--- src/design/hts_pkg.sv ---
// Shared constants, types and coefficient table for the harmonic tide sum block.
package hts_pkg;

    // serial multiplier: 48-bit multiplicand, 8-bit digits of a 48-bit multiplier
    localparam int MUL_W     = 48;
    localparam int DIGIT_W   = 8;
    localparam int PROD_W    = 2 * MUL_W;
    localparam int MUL_STEPS = MUL_W / DIGIT_W;
    localparam int MUL_CNT_W = $clog2(MUL_STEPS);

    // serial divider by a small constant: 32-bit numerator, 4 quotient bits a cycle
    localparam int DIV_W     = 32;
    localparam int DIV_K_W   = 8;
    localparam int DIV_BITS  = 4;
    localparam int DIV_STEPS = DIV_W / DIV_BITS;
    localparam int DIV_CNT_W = $clog2(DIV_STEPS);

    // 2*pi in Q.32
    localparam logic [34:0] TWO_PI_Q32 = 35'd26986075409;

    localparam int CFG_IDX_W  = 3;
    localparam int CFG_DATA_W = 32;

    typedef enum logic [CFG_IDX_W-1:0] {
        CFG_BASE_EPOCH  = 3'd0,
        CFG_TIME_OFFSET = 3'd1,
        CFG_MEAN_LEVEL  = 3'd2,
        CFG_SITE_OFFSET = 3'd3,
        CFG_LEVEL_SCALE = 3'd4
    } t_cfg_idx;

    typedef enum logic [3:0] {
        S_IDLE,
        S_ANGLE,
        S_FOLD,
        S_SQUARE,
        S_SMUL,
        S_SDIV,
        S_SINX,
        S_AMP,
        S_OMH,
        S_OML,
        S_ORDER,
        S_ACCUM,
        S_LEVEL,
        S_OUT
    } t_state;

    // Horner divisors: cosine series, then sine series
    function automatic logic [DIV_K_W-1:0] series_k(input logic is_sin,
                                                     input logic [2:0] idx);
        logic [DIV_K_W-1:0] k;
        k = 8'd2;
        unique case ({is_sin, idx})
            4'b0000: k = 8'd132;
            4'b0001: k = 8'd90;
            4'b0010: k = 8'd56;
            4'b0011: k = 8'd30;
            4'b0100: k = 8'd12;
            4'b0101: k = 8'd2;
            4'b1000: k = 8'd156;
            4'b1001: k = 8'd110;
            4'b1010: k = 8'd72;
            4'b1011: k = 8'd42;
            4'b1100: k = 8'd20;
            4'b1101: k = 8'd6;
            default: k = 8'd2;
        endcase
        return k;
    endfunction

endpackage

--- src/design/hts_mul.sv ---
// Digit-serial unsigned multiplier, one 8-bit digit of the multiplier per cycle.
module hts_mul (
    input  logic                         i_clk,
    input  logic                         i_rst_n,
    input  logic                         i_start,
    input  logic [hts_pkg::MUL_W-1:0]    i_a,
    input  logic [hts_pkg::MUL_W-1:0]    i_b,
    output logic [hts_pkg::PROD_W-1:0]   o_p,
    output logic                         o_done
);
    import hts_pkg::*;

    logic [MUL_W-1:0]     r_a;
    logic [MUL_W-1:0]     r_b;
    logic [PROD_W-1:0]    r_p;
    logic [MUL_CNT_W-1:0] r_cnt;
    logic                 r_busy;
    logic                 r_done;

    logic [MUL_W+DIGIT_W-1:0] w_pp;
    logic [MUL_W+DIGIT_W:0]   w_sum;

    assign w_pp  = (MUL_W+DIGIT_W)'(r_a) * (MUL_W+DIGIT_W)'(r_b[DIGIT_W-1:0]);
    assign w_sum = (MUL_W+DIGIT_W+1)'(r_p[PROD_W-1:MUL_W]) + (MUL_W+DIGIT_W+1)'(w_pp);

    always_ff @(posedge i_clk) begin
        if (!i_rst_n) begin
            r_busy <= 1'b0;
            r_done <= 1'b0;
            r_cnt  <= '0;
        end else begin
            r_done <= 1'b0;
            if (i_start) begin
                r_busy <= 1'b1;
                r_cnt  <= '0;
            end else if (r_busy) begin
                r_cnt <= r_cnt + MUL_CNT_W'(1);
                if (r_cnt == MUL_CNT_W'(MUL_STEPS - 1)) begin
                    r_busy <= 1'b0;
                    r_done <= 1'b1;
                end
            end
        end
    end

    always_ff @(posedge i_clk) begin
        if (i_start) begin
            r_a <= i_a;
            r_b <= i_b;
            r_p <= '0;
        end else if (r_busy) begin
            r_b <= r_b >> DIGIT_W;
            r_p <= {w_sum[MUL_W+DIGIT_W-1:0], r_p[MUL_W-1:DIGIT_W]};
        end
    end

    assign o_p    = r_p;
    assign o_done = r_done;

endmodule

--- src/design/hts_div.sv ---
// Serial restoring divider by a small constant, four quotient bits per cycle.
module hts_div (
    input  logic                          i_clk,
    input  logic                          i_rst_n,
    input  logic                          i_start,
    input  logic [hts_pkg::DIV_W-1:0]     i_num,
    input  logic [hts_pkg::DIV_K_W-1:0]   i_k,
    output logic [hts_pkg::DIV_W-1:0]     o_quo,
    output logic                          o_done
);
    import hts_pkg::*;

    logic [DIV_W-1:0]     r_num;
    logic [DIV_W-1:0]     r_quo;
    logic [DIV_K_W-1:0]   r_rem;
    logic [DIV_K_W-1:0]   r_k;
    logic [DIV_CNT_W-1:0] r_cnt;
    logic                 r_busy;
    logic                 r_done;

    logic [DIV_K_W-1:0]   w_rem;
    logic [DIV_BITS-1:0]  w_qbits;

    always_comb begin
        logic [DIV_K_W:0] t;
        w_rem   = r_rem;
        w_qbits = '0;
        for (int i = 0; i < DIV_BITS; i++) begin
            t = {w_rem, r_num[DIV_W-1-i]};
            if (t >= {1'b0, r_k}) begin
                t = t - {1'b0, r_k};
                w_qbits[DIV_BITS-1-i] = 1'b1;
            end
            w_rem = t[DIV_K_W-1:0];
        end
    end

    always_ff @(posedge i_clk) begin
        if (!i_rst_n) begin
            r_busy <= 1'b0;
            r_done <= 1'b0;
            r_cnt  <= '0;
        end else begin
            r_done <= 1'b0;
            if (i_start) begin
                r_busy <= 1'b1;
                r_cnt  <= '0;
            end else if (r_busy) begin
                r_cnt <= r_cnt + DIV_CNT_W'(1);
                if (r_cnt == DIV_CNT_W'(DIV_STEPS - 1)) begin
                    r_busy <= 1'b0;
                    r_done <= 1'b1;
                end
            end
        end
    end

    always_ff @(posedge i_clk) begin
        if (i_start) begin
            r_num <= i_num;
            r_k   <= i_k;
            r_rem <= '0;
            r_quo <= '0;
        end else if (r_busy) begin
            r_num <= r_num << DIV_BITS;
            r_rem <= w_rem;
            r_quo <= {r_quo[DIV_W-DIV_BITS-1:0], w_qbits};
        end
    end

    assign o_quo  = r_quo;
    assign o_done = r_done;

endmodule

--- src/design/harmonic_tide_sum_top.sv ---
// Top level of the harmonic tide sum: sequencer, run state and output register.
//
// Usage:
//  Input channel (i_valid / o_stall): one item per constituent, carrying the
//  sample time, derivative order, speed, amplitude, phase and a last flag.
//  Items of one run are summed; the item with i_last_term set closes the run
//  and yields one result on the output channel (o_valid / i_stall).
//  Config channel (i_cfg_valid / o_cfg_ready): always ready; index selects
//  base epoch, time offset, mean level, site offset or level scale. Write only
//  while the block is idle.
// Flow:
//  An item keeps o_stall high from acceptance until the sequencer is idle again,
//  so a new item is taken only once the last one is through; a last item also
//  runs level scaling and loads the output register before its result is valid.
//  The work is done by the shared digit-serial multiplier (19 to 21 products per
//  item for order 0 to 2) and the serial constant divider (12 divisions per item).
//  Items are handled one at a time; o_stall is high while an item is at work.
// Reset: clears the run and the output valid and loads the register reset
//  values (level scale 1.0). If the receiver stalls, the result waits in the
//  output register; a following run proceeds and blocks only at its own end.
module harmonic_tide_sum_top (
    input  logic                               i_clk,
    input  logic                               i_rst_n,
    input  logic                               i_valid,
    output logic                               o_stall,
    input  logic [31:0]                        i_sample_time,
    input  logic [1:0]                         i_deriv_order,
    input  logic [39:0]                        i_speed_turns,
    input  logic [23:0]                        i_amplitude,
    input  logic [15:0]                        i_phase_turns,
    input  logic                               i_last_term,
    output logic                               o_valid,
    input  logic                               i_stall,
    output logic signed [47:0]                 o_tide_value,
    input  logic                               i_cfg_valid,
    output logic                               o_cfg_ready,
    input  logic [hts_pkg::CFG_IDX_W-1:0]      i_cfg_index,
    input  logic [hts_pkg::CFG_DATA_W-1:0]     i_cfg_data
);
    import hts_pkg::*;

    localparam logic signed [49:0] MAX48 = 50'sh0_7FFF_FFFF_FFFF;
    localparam logic [32:0]        ONE_Q32 = 33'h1_0000_0000;

    // configuration
    logic [31:0]        r_base;
    logic [17:0]        r_toff;
    logic [23:0]        r_mean;
    logic [23:0]        r_soff;
    logic [15:0]        r_scale;

    // latched item
    logic [31:0]        r_stime;
    logic [1:0]         r_order;
    logic [39:0]        r_speed;
    logic [23:0]        r_amp;
    logic [15:0]        r_phase;
    logic               r_last;

    // working values
    t_state             r_state, n_state;
    logic               r_wait;
    logic [1:0]         r_q;
    logic               r_swap;
    logic [29:0]        r_r;
    logic [31:0]        r_x;
    logic [31:0]        r_x2;
    logic [31:0]        r_v;
    logic [32:0]        r_t;
    logic [32:0]        r_c;
    logic [2:0]         r_cnt;
    logic               r_sin;
    logic [32:0]        r_cmag;
    logic               r_neg;
    logic [39:0]        r_mag;
    logic [54:0]        r_omh;
    logic [43:0]        r_omega;
    logic [1:0]         r_ord_i;
    logic signed [47:0] r_sum;
    logic               r_run;
    logic [47:0]        r_res;
    logic               r_out_valid;
    logic [47:0]        r_out;

    // unit hookup
    logic               w_mul_start, w_mul_done;
    logic [MUL_W-1:0]   w_mul_a, w_mul_b;
    logic [PROD_W-1:0]  w_mul_p;
    logic               w_div_start, w_div_done;
    logic [DIV_W-1:0]   w_div_quo;
    logic               w_out_free;

    hts_mul u_mul (
        .i_clk   (i_clk),
        .i_rst_n (i_rst_n),
        .i_start (w_mul_start),
        .i_a     (w_mul_a),
        .i_b     (w_mul_b),
        .o_p     (w_mul_p),
        .o_done  (w_mul_done)
    );

    hts_div u_div (
        .i_clk   (i_clk),
        .i_rst_n (i_rst_n),
        .i_start (w_div_start),
        .i_num   (r_v),
        .i_k     (series_k(r_sin, r_cnt)),
        .o_quo   (w_div_quo),
        .o_done  (w_div_done)
    );

    // elapsed seconds, exact in 34 bits signed
    logic [33:0] w_elap;
    assign w_elap = {2'b00, r_stime} - {2'b00, r_base} + {{16{r_toff[17]}}, r_toff};

    // angle in Q0.48 turns, then fold to an eighth turn
    logic [47:0] w_angle;
    logic [29:0] w_rraw;
    assign w_angle = w_mul_p[47:0] + {r_phase, 32'h0} + {r_order, 46'h0};
    assign w_rraw  = w_angle[45:16];

    // Horner step result
    logic [32:0] w_tnext;
    assign w_tnext = ONE_Q32 - {1'b0, w_div_quo};

    // signed cosine from quadrant
    logic [32:0] w_s, w_ce, w_se;
    assign w_s  = {1'b0, w_mul_p[63:32]};
    assign w_ce = r_swap ? w_s : r_c;
    assign w_se = r_swap ? r_c : w_s;

    // omega = (sh*2pi + (sl*2pi >> 20)) >> 12
    logic [55:0] w_omsum;
    assign w_omsum = {1'b0, r_omh} + 56'(w_mul_p[54:20]);

    // accumulate with run start value and saturation
    logic signed [49:0] w_init, w_base, w_term, w_acc;
    logic signed [24:0] w_lvl;
    logic [47:0]        w_acc_sat;
    assign w_lvl  = {r_mean[23], r_mean} + {r_soff[23], r_soff};
    assign w_init = (r_order == 2'd0) ? {{9{w_lvl[24]}}, w_lvl, 16'h0} : '0;
    assign w_base = r_run ? {{2{r_sum[47]}}, r_sum} : w_init;
    assign w_term = r_neg ? -$signed({10'h0, r_mag}) : $signed({10'h0, r_mag});
    assign w_acc  = w_base + w_term;
    always_comb begin
        if (w_acc[49:47] == 3'b000 || w_acc[49:47] == 3'b111) begin
            w_acc_sat = w_acc[47:0];
        end else if (w_acc[49]) begin
            w_acc_sat = 48'h8000_0000_0000;
        end else begin
            w_acc_sat = MAX48[47:0];
        end
    end

    // level scale of the finished sum
    logic [47:0] w_abs_sum;
    logic [49:0] w_lmag;
    logic [47:0] w_lres;
    assign w_abs_sum = r_sum[47] ? 48'(-r_sum) : r_sum;
    assign w_lmag    = w_mul_p[63:14];
    always_comb begin
        if (!r_sum[47]) begin
            w_lres = (w_lmag[49:47] != 3'b000) ? MAX48[47:0] : w_lmag[47:0];
        end else begin
            w_lres = (w_lmag[49:47] != 3'b000) ? 48'h8000_0000_0000
                                                : 48'(-w_lmag[47:0]);
        end
    end

    assign w_out_free = !r_out_valid || !i_stall;

    // next state
    always_comb begin
        n_state = r_state;
        unique case (r_state)
            S_IDLE:   if (i_valid) n_state = S_ANGLE;
            S_ANGLE:  if (w_mul_done) n_state = S_FOLD;
            S_FOLD:   if (w_mul_done) n_state = S_SQUARE;
            S_SQUARE: if (w_mul_done) n_state = S_SMUL;
            S_SMUL:   if (w_mul_done) n_state = S_SDIV;
            S_SDIV: begin
                if (w_div_done) begin
                    n_state = (r_cnt == 3'd5 && r_sin) ? S_SINX : S_SMUL;
                end
            end
            S_SINX:   if (w_mul_done) n_state = S_AMP;
            S_AMP:    if (w_mul_done) n_state = S_OMH;
            S_OMH:    if (w_mul_done) n_state = S_OML;
            S_OML: begin
                if (w_mul_done) n_state = (r_order == 2'd0) ? S_ACCUM : S_ORDER;
            end
            S_ORDER: begin
                if (w_mul_done && (r_ord_i + 2'd1 == r_order)) n_state = S_ACCUM;
            end
            S_ACCUM:  n_state = r_last ? S_LEVEL : S_IDLE;
            S_LEVEL:  if (w_mul_done) n_state = S_OUT;
            S_OUT:    if (w_out_free) n_state = S_IDLE;
            default:  n_state = S_IDLE;
        endcase
    end

    // unit launches and operands
    always_comb begin
        w_mul_start = 1'b0;
        w_div_start = 1'b0;
        w_mul_a     = '0;
        w_mul_b     = '0;
        unique case (r_state)
            S_ANGLE: begin
                w_mul_start = !r_wait;
                w_mul_a     = {{14{w_elap[33]}}, w_elap};
                w_mul_b     = {8'h0, r_speed};
            end
            S_FOLD: begin
                w_mul_start = !r_wait;
                w_mul_a     = {13'h0, TWO_PI_Q32};
                w_mul_b     = {18'h0, r_r};
            end
            S_SQUARE: begin
                w_mul_start = !r_wait;
                w_mul_a     = {16'h0, r_x};
                w_mul_b     = {16'h0, r_x};
            end
            S_SMUL: begin
                w_mul_start = !r_wait;
                w_mul_a     = {16'h0, r_x2};
                w_mul_b     = {15'h0, r_t};
            end
            S_SDIV: w_div_start = !r_wait;
            S_SINX: begin
                w_mul_start = !r_wait;
                w_mul_a     = {16'h0, r_x};
                w_mul_b     = {15'h0, r_t};
            end
            S_AMP: begin
                w_mul_start = !r_wait;
                w_mul_a     = {15'h0, r_cmag};
                w_mul_b     = {24'h0, r_amp};
            end
            S_OMH: begin
                w_mul_start = !r_wait;
                w_mul_a     = {13'h0, TWO_PI_Q32};
                w_mul_b     = {28'h0, r_speed[39:20]};
            end
            S_OML: begin
                w_mul_start = !r_wait;
                w_mul_a     = {13'h0, TWO_PI_Q32};
                w_mul_b     = {28'h0, r_speed[19:0]};
            end
            S_ORDER: begin
                w_mul_start = !r_wait;
                w_mul_a     = {8'h0, r_mag};
                w_mul_b     = {4'h0, r_omega};
            end
            S_LEVEL: begin
                w_mul_start = !r_wait;
                w_mul_a     = w_abs_sum;
                w_mul_b     = {32'h0, r_scale};
            end
            default: ;
        endcase
    end

    // control state
    always_ff @(posedge i_clk) begin
        if (!i_rst_n) begin
            r_state     <= S_IDLE;
            r_wait      <= 1'b0;
            r_run       <= 1'b0;
            r_out_valid <= 1'b0;
            r_sum       <= '0;
            r_base      <= '0;
            r_toff      <= '0;
            r_mean      <= '0;
            r_soff      <= '0;
            r_scale     <= 16'd16384;
        end else begin
            r_state <= n_state;
            if (w_mul_start || w_div_start) begin
                r_wait <= 1'b1;
            end else if (w_mul_done || w_div_done) begin
                r_wait <= 1'b0;
            end
            if (r_state == S_ACCUM) begin
                r_sum <= w_acc_sat;
                r_run <= !r_last;
            end
            r_out_valid <= (r_state == S_OUT && w_out_free) || (r_out_valid && i_stall);
            if (i_cfg_valid) begin
                unique case (i_cfg_index)
                    CFG_BASE_EPOCH:  r_base  <= i_cfg_data;
                    CFG_TIME_OFFSET: r_toff  <= i_cfg_data[17:0];
                    CFG_MEAN_LEVEL:  r_mean  <= i_cfg_data[23:0];
                    CFG_SITE_OFFSET: r_soff  <= i_cfg_data[23:0];
                    CFG_LEVEL_SCALE: r_scale <= i_cfg_data[15:0];
                    default: ;
                endcase
            end
        end
    end

    // datapath registers
    always_ff @(posedge i_clk) begin
        unique case (r_state)
            S_IDLE: begin
                if (i_valid) begin
                    r_stime <= i_sample_time;
                    r_order <= (i_deriv_order == 2'd3) ? 2'd2 : i_deriv_order;
                    r_speed <= i_speed_turns;
                    r_amp   <= i_amplitude;
                    r_phase <= i_phase_turns;
                    r_last  <= i_last_term;
                end
            end
            S_ANGLE: begin
                if (w_mul_done) begin
                    r_q <= w_angle[47:46];
                    if (w_rraw > 30'h2000_0000) begin
                        r_r    <= 30'(31'h4000_0000 - {1'b0, w_rraw});
                        r_swap <= 1'b1;
                    end else begin
                        r_r    <= w_rraw;
                        r_swap <= 1'b0;
                    end
                end
            end
            S_FOLD: if (w_mul_done) r_x <= w_mul_p[63:32];
            S_SQUARE: begin
                if (w_mul_done) begin
                    r_x2  <= w_mul_p[63:32];
                    r_t   <= ONE_Q32;
                    r_cnt <= 3'd0;
                    r_sin <= 1'b0;
                end
            end
            S_SMUL: if (w_mul_done) r_v <= w_mul_p[63:32];
            S_SDIV: begin
                if (w_div_done) begin
                    if (r_cnt == 3'd5) begin
                        if (!r_sin) begin
                            r_c   <= w_tnext;
                            r_t   <= ONE_Q32;
                            r_sin <= 1'b1;
                            r_cnt <= 3'd0;
                        end else begin
                            r_t <= w_tnext;
                        end
                    end else begin
                        r_t   <= w_tnext;
                        r_cnt <= r_cnt + 3'd1;
                    end
                end
            end
            S_SINX: begin
                if (w_mul_done) begin
                    r_cmag <= r_q[0] ? w_se : w_ce;
                    r_neg  <= r_q[1] ^ r_q[0];
                end
            end
            S_AMP: if (w_mul_done) r_mag <= w_mul_p[55:16];
            S_OMH: if (w_mul_done) r_omh <= w_mul_p[54:0];
            S_OML: begin
                if (w_mul_done) begin
                    r_omega <= w_omsum[55:12];
                    r_ord_i <= 2'd0;
                end
            end
            S_ORDER: begin
                if (w_mul_done) begin
                    r_mag   <= w_mul_p[87:48];
                    r_ord_i <= r_ord_i + 2'd1;
                end
            end
            S_LEVEL: if (w_mul_done) r_res <= w_lres;
            S_OUT:   if (w_out_free) r_out <= r_res;
            default: ;
        endcase
    end

    assign o_stall      = (r_state != S_IDLE);
    assign o_valid      = r_out_valid;
    assign o_tide_value = r_out;
    assign o_cfg_ready  = 1'b1;

    // the two serial units never finish together
    a_units_exclusive: assert property (@(posedge i_clk) disable iff (!i_rst_n)
        !(w_mul_done && w_div_done))
        else $error("mul and div done together");

    // a result appears only from the output step
    a_out_from_seq: assert property (@(posedge i_clk) disable iff (!i_rst_n)
        $rose(r_out_valid) |-> $past(r_state == S_OUT))
        else $error("output loaded outside output step");

    // no unit left running when a new item may enter
    a_idle_no_wait: assert property (@(posedge i_clk) disable iff (!i_rst_n)
        (r_state == S_IDLE) |-> !r_wait)
        else $error("unit busy in idle");

endmodule

--- config.mk ---
export PLATFORM = sky130hd
export DESIGN_NAME = harmonic_tide_sum_top
export DESIGN_NICKNAME = d
export VERILOG_FILES = /design/src/design/hts_pkg.sv /design/src/design/hts_mul.sv /design/src/design/hts_div.sv /design/src/design/harmonic_tide_sum_top.sv
export SDC_FILE = /design/constraint.sdc
export NUM_CORES = 2
export LEC_CHECK = 0
export BUFFER_PORTS_ARGS = -buffer_cell sky130_fd_sc_hd__buf_4
export CORE_MARGIN = 2
export CORE_UTILIZATION = 41
export CTS_CLUSTER_DIAMETER = 50
export CTS_CLUSTER_SIZE = 12
export DETAILED_ROUTE_END_ITERATION = 6
export GPL_ROUTABILITY_DRIVEN = 1
export PLACE_DENSITY = 0.54
export SYNTH_ARGS = -nofsm -noshare
export SYNTH_HDL_FRONTEND = slang
export SYNTH_SLANG_ARGS = --single-unit
--- constraint.sdc ---
create_clock -name i_clk -period 9.2 [get_ports i_clk]
set_input_delay 0 -clock i_clk [delete_from_list [all_inputs] [get_ports i_clk]]
set_output_delay 0 -clock i_clk [all_outputs]
set_load 0.01 [all_outputs]
== Word level (Yosys, flattened, before mapping) ==
Memories as Yosys holds them, arrays and structs flattened. A register that Yosys moved wholly into a read port is not among the register bits.
Index checks and enable logic that the tools add are counted.
W data, S select, Z words.
Operators by class
  $add $sub $neg: 21
  multipliers: 1
  order comparisons: 5
  eq/ne operators: 39
  muxes and demuxes: 77
  bitwise gates (word level): 5
  reductions and logical operators: 55
Operators by type and width (number)
  $pmux W44 S9: 1
  $mux W48: 8
  $pmux W48 S7: 1
  $mux W33: 7
  $mux W50: 3
  $add A48 B48 Y48: 2
  $neg A48 Y48: 2
  $mux W40: 2
  $pmux W40 S2: 1
  $pmux W33 S2: 1
  $mux W32: 2
  $add A48 B56 Y56: 1
  $add A55 B35 Y56: 1
  $mul A48 B8 Y56: 1
  $mux W4: 14
  $pmux W4 S14: 1
  $add A50 B50 Y50: 1
  $neg A40 Y50: 1
  $ge A9 B8 Y1: 4
  $add A33 B18 Y34: 1
  $sub A32 B32 Y33: 1
  $sub A33 B32 Y33 const A: 1
  $mux W8: 4
  $sub A8 B8 Y8: 4
  42 further kinds: 138
Word-level totals
  bits in registers: 1036
  bits in read-only memories: 112
  input bits: 155
  word-level logic and storage cells: 251
  memories: 1
Memory list
  (no name shown): depth 16, bits a word 7, read ports 1, clocked after memory_dff 1, write ports 0, line hts_pkg.sv:54  | unique case ({is_sin, idx})

== Longest topological paths before layout ==
  depth after elaboration: 8
  depth in mapped cells: 42
  depth with buffers taken out: 40

== Hierarchy ==
A second synthesis with hierarchy kept.
Unflattened totals
  cells, all modules: 6627
  area total of the unflattened synthesis: 67621.1 µm²
Modules (own cells, without submodules)
  harmonic_tide_sum_top: times used 1, cells an instance 4080, area an instance 42356.9 µm²
  hts_mul: times used 1, cells an instance 2064, area an instance 20295.7 µm²
  hts_div: times used 1, cells an instance 483, area an instance 4968.5 µm²

== Worst setup path after synthesis ==
Ideal clock, no wire load.
  path kind: register to register
  from: register u_div.r_k[2]
  to: register u_div.r_rem[1]
  library setup time: 0.070 ns
  data arrival time: 8.123 ns
  required time: 9.130 ns
  path slack: 1.007 ns
  stages on the path, launching flop included: 39
  buffers on the path: 2
  path through: edfxtp_1 > inv_1 > fa_1 > a21o_1 > a21oi_1 > o21bai_1 > a2111oi_0 > nor2_1 > mux2_2 > ha_1 > nor2b_1 > o21ai_0 > a21boi_0 > o21ai_0 > a31oi_1 > or3_1 > clkbuf_1 > mux2_2 > [3 not listed] > a21boi_0 > o21ai_0 > nand3b_1 > a21oi_1 > o211ai_2 > mux2i_1 > ha_1 > nor2b_1 > o21ai_0 > nand2b_1 > a21o_1 > a21oi_1 > o31ai_1 > a21oi_1 > and2_1 > clkbuf_1 > mux2_2 > a21oi_1
On the way
  word-level cells in the longest chain between the ends: 8
RTL lines
  start: declaration: line hts_div.sv:16  | logic [DIV_K_W-1:0] r_k;
  $sub A8 B8 Y8 or $ge A9 B8 Y1 (tied branches): line hts_div.sv:31, hts_div.sv:30
  $mux W8: line hts_div.sv:30  | if (t >= {1'b0, r_k}) begin
  $sub A8 B8 Y8 or $ge A9 B8 Y1 (tied branches): line hts_div.sv:31, hts_div.sv:30
  $mux W8: line hts_div.sv:30
  $ge A9 B8 Y1 or $sub A8 B8 Y8 (tied branches): line hts_div.sv:30, hts_div.sv:31
  $mux W8: line hts_div.sv:30
  $sub A8 B8 Y8 or $ge A9 B8 Y1 (tied branches): line hts_div.sv:31, hts_div.sv:30
  $mux W8 *: line hts_div.sv:30
  end signal: assignment: line hts_div.sv:66  | r_rem <= w_rem;
  end: declaration: line hts_div.sv:15  | logic [DIV_K_W-1:0] r_rem;
Every way passes the cells marked *; elsewhere a longest branch is shown, timed or not.
A chain may end at the register's enable or synchronous reset.

== Worst setup path in the final report ==
  from: register u_div.r_k[1]
  to: register u_div.r_rem[7]
On the way
  word-level cells in the longest chain between the ends: 8
RTL lines (line)
  $sub A8 B8 Y8 or $ge A9 B8 Y1 (tied branches): hts_div.sv:31, hts_div.sv:30
  $mux W8: hts_div.sv:30
  $sub A8 B8 Y8 or $ge A9 B8 Y1 (tied branches): hts_div.sv:31, hts_div.sv:30
  $mux W8: hts_div.sv:30
  $sub A8 B8 Y8 or $ge A9 B8 Y1 (tied branches): hts_div.sv:31, hts_div.sv:30
  $mux W8: hts_div.sv:30
  $sub A8 B8 Y8 or $ge A9 B8 Y1 (tied branches): hts_div.sv:31, hts_div.sv:30
  $mux W8 *: hts_div.sv:30
Marked as above.

==> qor.yml <==
status:
  status: "finished clean"
clock_network:
  clk_pin_slew_ns: 0.06
  numCtsBuffers: 143
  clock_latency_ns: 0.79
  clockBufferDepth: 3
  cts_tree: "done"
  clock-sinks: 1031
  cts-root-buf: "clkbuf_16"
  cts-htree-levels: 4
final_layout:
  area_delta_synth_final_pct: 17.9
  nFillCells: 14500
  seq_area_mm2: 0.0278
  drive_gt1_share_pct: 10.5
  fin_nets: 7607
  multi_input_comb_area_mm2: 0.0349
worst_setup_path:
  crit_start: "u_div.r_k[1]"
  cpPeakStageDelay_ns: 0.45
  crit_path_start_kind: "register"
  r2r_slack_ns: 0.75
  end_kind: "register"
  r2r_cells: 38
  crit_fanout: 6
  critPathArrivalTime_ns: 9.06
  worstSetupPathType: "register to register"
  crit_path_end: "u_div.r_rem[7]"
  crit_path_top_delay_cell: "a2111oi_2"
  crit_top_cell: "a21oi_1"
  timing.rr.end: "u_div.r_rem[7]"
  crit_required_ns: 9.81
  reg2reg_from: "u_div.r_k[1]"
global_route:
  gr-total-overflow: 0
  grt_start_max_net_pins: 134
  track_usage_pct: 27.1
  grt_pass1_wl_um: 329000
  grt_pass1_vias: 50000
  antenna_found_initial: 15
detailed_routing:
  drc: 0
  drtIter0Drc: 5046
  totalWireLength_um: 222000
  antenna_left: 0
  dr_total_vias: 50900
  drt-vias-per-instance: 5.67
  first_pass_iters: 7
  wl_per_cell_um: 24.7
synthesis:
  synth_compound_area_share_pct: 14.7
  synthArstFlopShare_pct: 0
  synth_top_area_cell: "edfxtp_1"
  yosysSeqAreaShare_pct: 42.6
  ys_warn_count: 0
  synth.most_common_cell: "nand2_1"
  synth_top_family_by_area: "adder cells"
  synth.distinct_cells: 90
  synth_edf_count: 716
  synth-simple-area-share_pct: 14.0
  synthMuxAreaShare_pct: 2.99
  synth_area_per_cell_um2: 10.3
  syn_area_mm2: 0.0653
  synth_ff_type: "edfxtp_1"
  synth.top_cell.area_share_pct: 32.9
  netlist_top_cells_count: "865 x nand2_1, 716 x edfxtp_1, 419 x nor2_1"
  syn_inst: 6338
  yosys.area_share.adder_pct: 16.4
  ys_seq_elements: 1031
  synth_nets: 7147
  ys_top_cells_by_area: "edfxtp_1 33%, fa_1 10%, dfxtp_1 9.7%"
  synth_xor_area_share_pct: 5.19
min_path:
  hold_class: "input pin to register"
  holdCritStartpoint: "i_cfg_data[20]"
die:
  std_cell_rows: 146
  fp.dieArea_mm2: 0.163
  core-area_mm2: 0.158
  start_util_pct: 41.2
  io_pins: 206
  die_h_um: 403
  die_w_um: 403
sta:
  tightest_slew_ns: 1.28
  clock_skew_ns: 0.0412
  setup_slack_ns: 0.749
  slew_headroom_pct: 14.1
  post-route-min-period_ns: 8.45
  setup_violations: 0
  period_share_pct: 91.9
  clock.fmax_mhz: 118
  rsz0062_at_grt: "false"
  drv_slew: 0
  fin_tns_setup_ns: 0
  hold_violations: 0
placed_design:
  gp_congestion: 0.904
  buffer_ports.inserted: 204
  place_hpwl_um: 160000
  place_ws_ns: 0.344
flow_run:
  cap_viol_max_count: 0
==> per-stage QoR <==
| step | util, % | instance area, um^2 | std cells | hold slack [ns] |
|---|---|---|---|---|
| global placement | 43.8 | 69300 | 8431 | 0.179 |
| global route | 48.6 | 77000 | 8980 | 0.0728 |
| CTS | 48.6 | 77000 | 8980 | 0.0377 |
| floorplan | - | 65300 | 6338 | 0.0989 |
| detailed placement | 43.8 | 69300 | 8431 | 0.179 |
| finish | 48.6 | 77000 | 8985 | 0.0871 |
==> flip-flops by register name, summed over array words and instances (netlist names), 33 cells and up <==
| signal | count |
|---|---|
| r_speed | 40 |
| r_cmag | 33 |
| r_sum | 48 |
| r_t | 33 |
| o_tide_value | 48 |
| r_c | 33 |
| u_mul.o_p | 96 |
| r_omega | 44 |
| u_mul.r_b | 44 |
| r_omh | 55 |
| r_res | 48 |
| u_mul.r_a | 48 |
| r_mag | 40 |
==> routing by layer <==
layer | wire length [um] | part of all wire [%] | up-vias | track usage [%]
li1 | - | - | 23400 | -
met1 | 93700 | 42 | 25400 | 36.7
met2 | 104000 | 47 | 1792 | 44.1
met3 | 15700 | 7.1 | 364 | 4.05
met4 | 8470 | 3.8 | 6 | 9.61
met5 | 40 | 0.018 | - | 0
==> kinds of logic after synthesis <==
kind of cell	after synthesis
AOI/OAI and AO/OA	1388
xor gates and xnor gates	386
adders and majority gates	654
buffers and inverters	726
DFF	1031
muxes	187
other	1
and+or+nand+nor	1965
==> worst max-delay path, delay by kind of cell (launching register included) <==
kind / cells / cell delay [ns]
compound gates: 20 / 3.79
mux: 3 / 0.87
flops: 1 / 0.42
buf+inv: 3 / 0.41
fa+ha+maj: 5 / 1.52
simple gates: 7 / 1.26
==> layout make-up <==
type / instances / area share [%]
Clock buffer: 184 / 5.02
Multi-Input combinational cell: 4581 / 45.3
Sequential cell: 1031 / 36.1
Antenna cell: 5 / 0.0162
Timing Repair Buffer: 626 / 7.07
Tap cell: 2072 / 3.37
Inverter: 415 / 2.03
Clock inverter: 71 / 1.11
==> repair_timing <==
item | CTS | global route
gates resized for setup | 0 | 11
endpoints found under the hold margin | 244 | 0
setup buffers | 0 | 0
endpoints found under the setup margin | 0 | 8
hold buffers | 294 | 0
==> worst min-delay path by stage <==
| stage | cells past startpoint | endpoint |
|---|---|---|
| detailed placement | 1 | r_speed[30] |
| floorplan | 0 | r_amp[0] |
| global route | 4 | r_base[21] |
| global placement | 1 | r_phase[6] |
| finish | 4 | r_soff[20] |
| CTS | 4 | r_soff[20] |
==> layout by cell type, fill, tap and decap left out, types with 245 or more instances in the layout <==
cell / netlist / routed
a21oi_1: 263 / 262
buf_4: 6 / 331
dfxtp_1: 315 / 312
dlygate4sd3_1: 0 / 294
edfxtp_1: 716 / 716
fa_1: 334 / 334
ha_1: 320 / 320
inv_1: 413 / 412
nand2_1: 865 / 865
nor2_1: 419 / 415
xnor2_1: 246 / 245
Power is not shown: default switching activity piles up to over one toggle a cycle in this logic, so the estimate is an artifact.
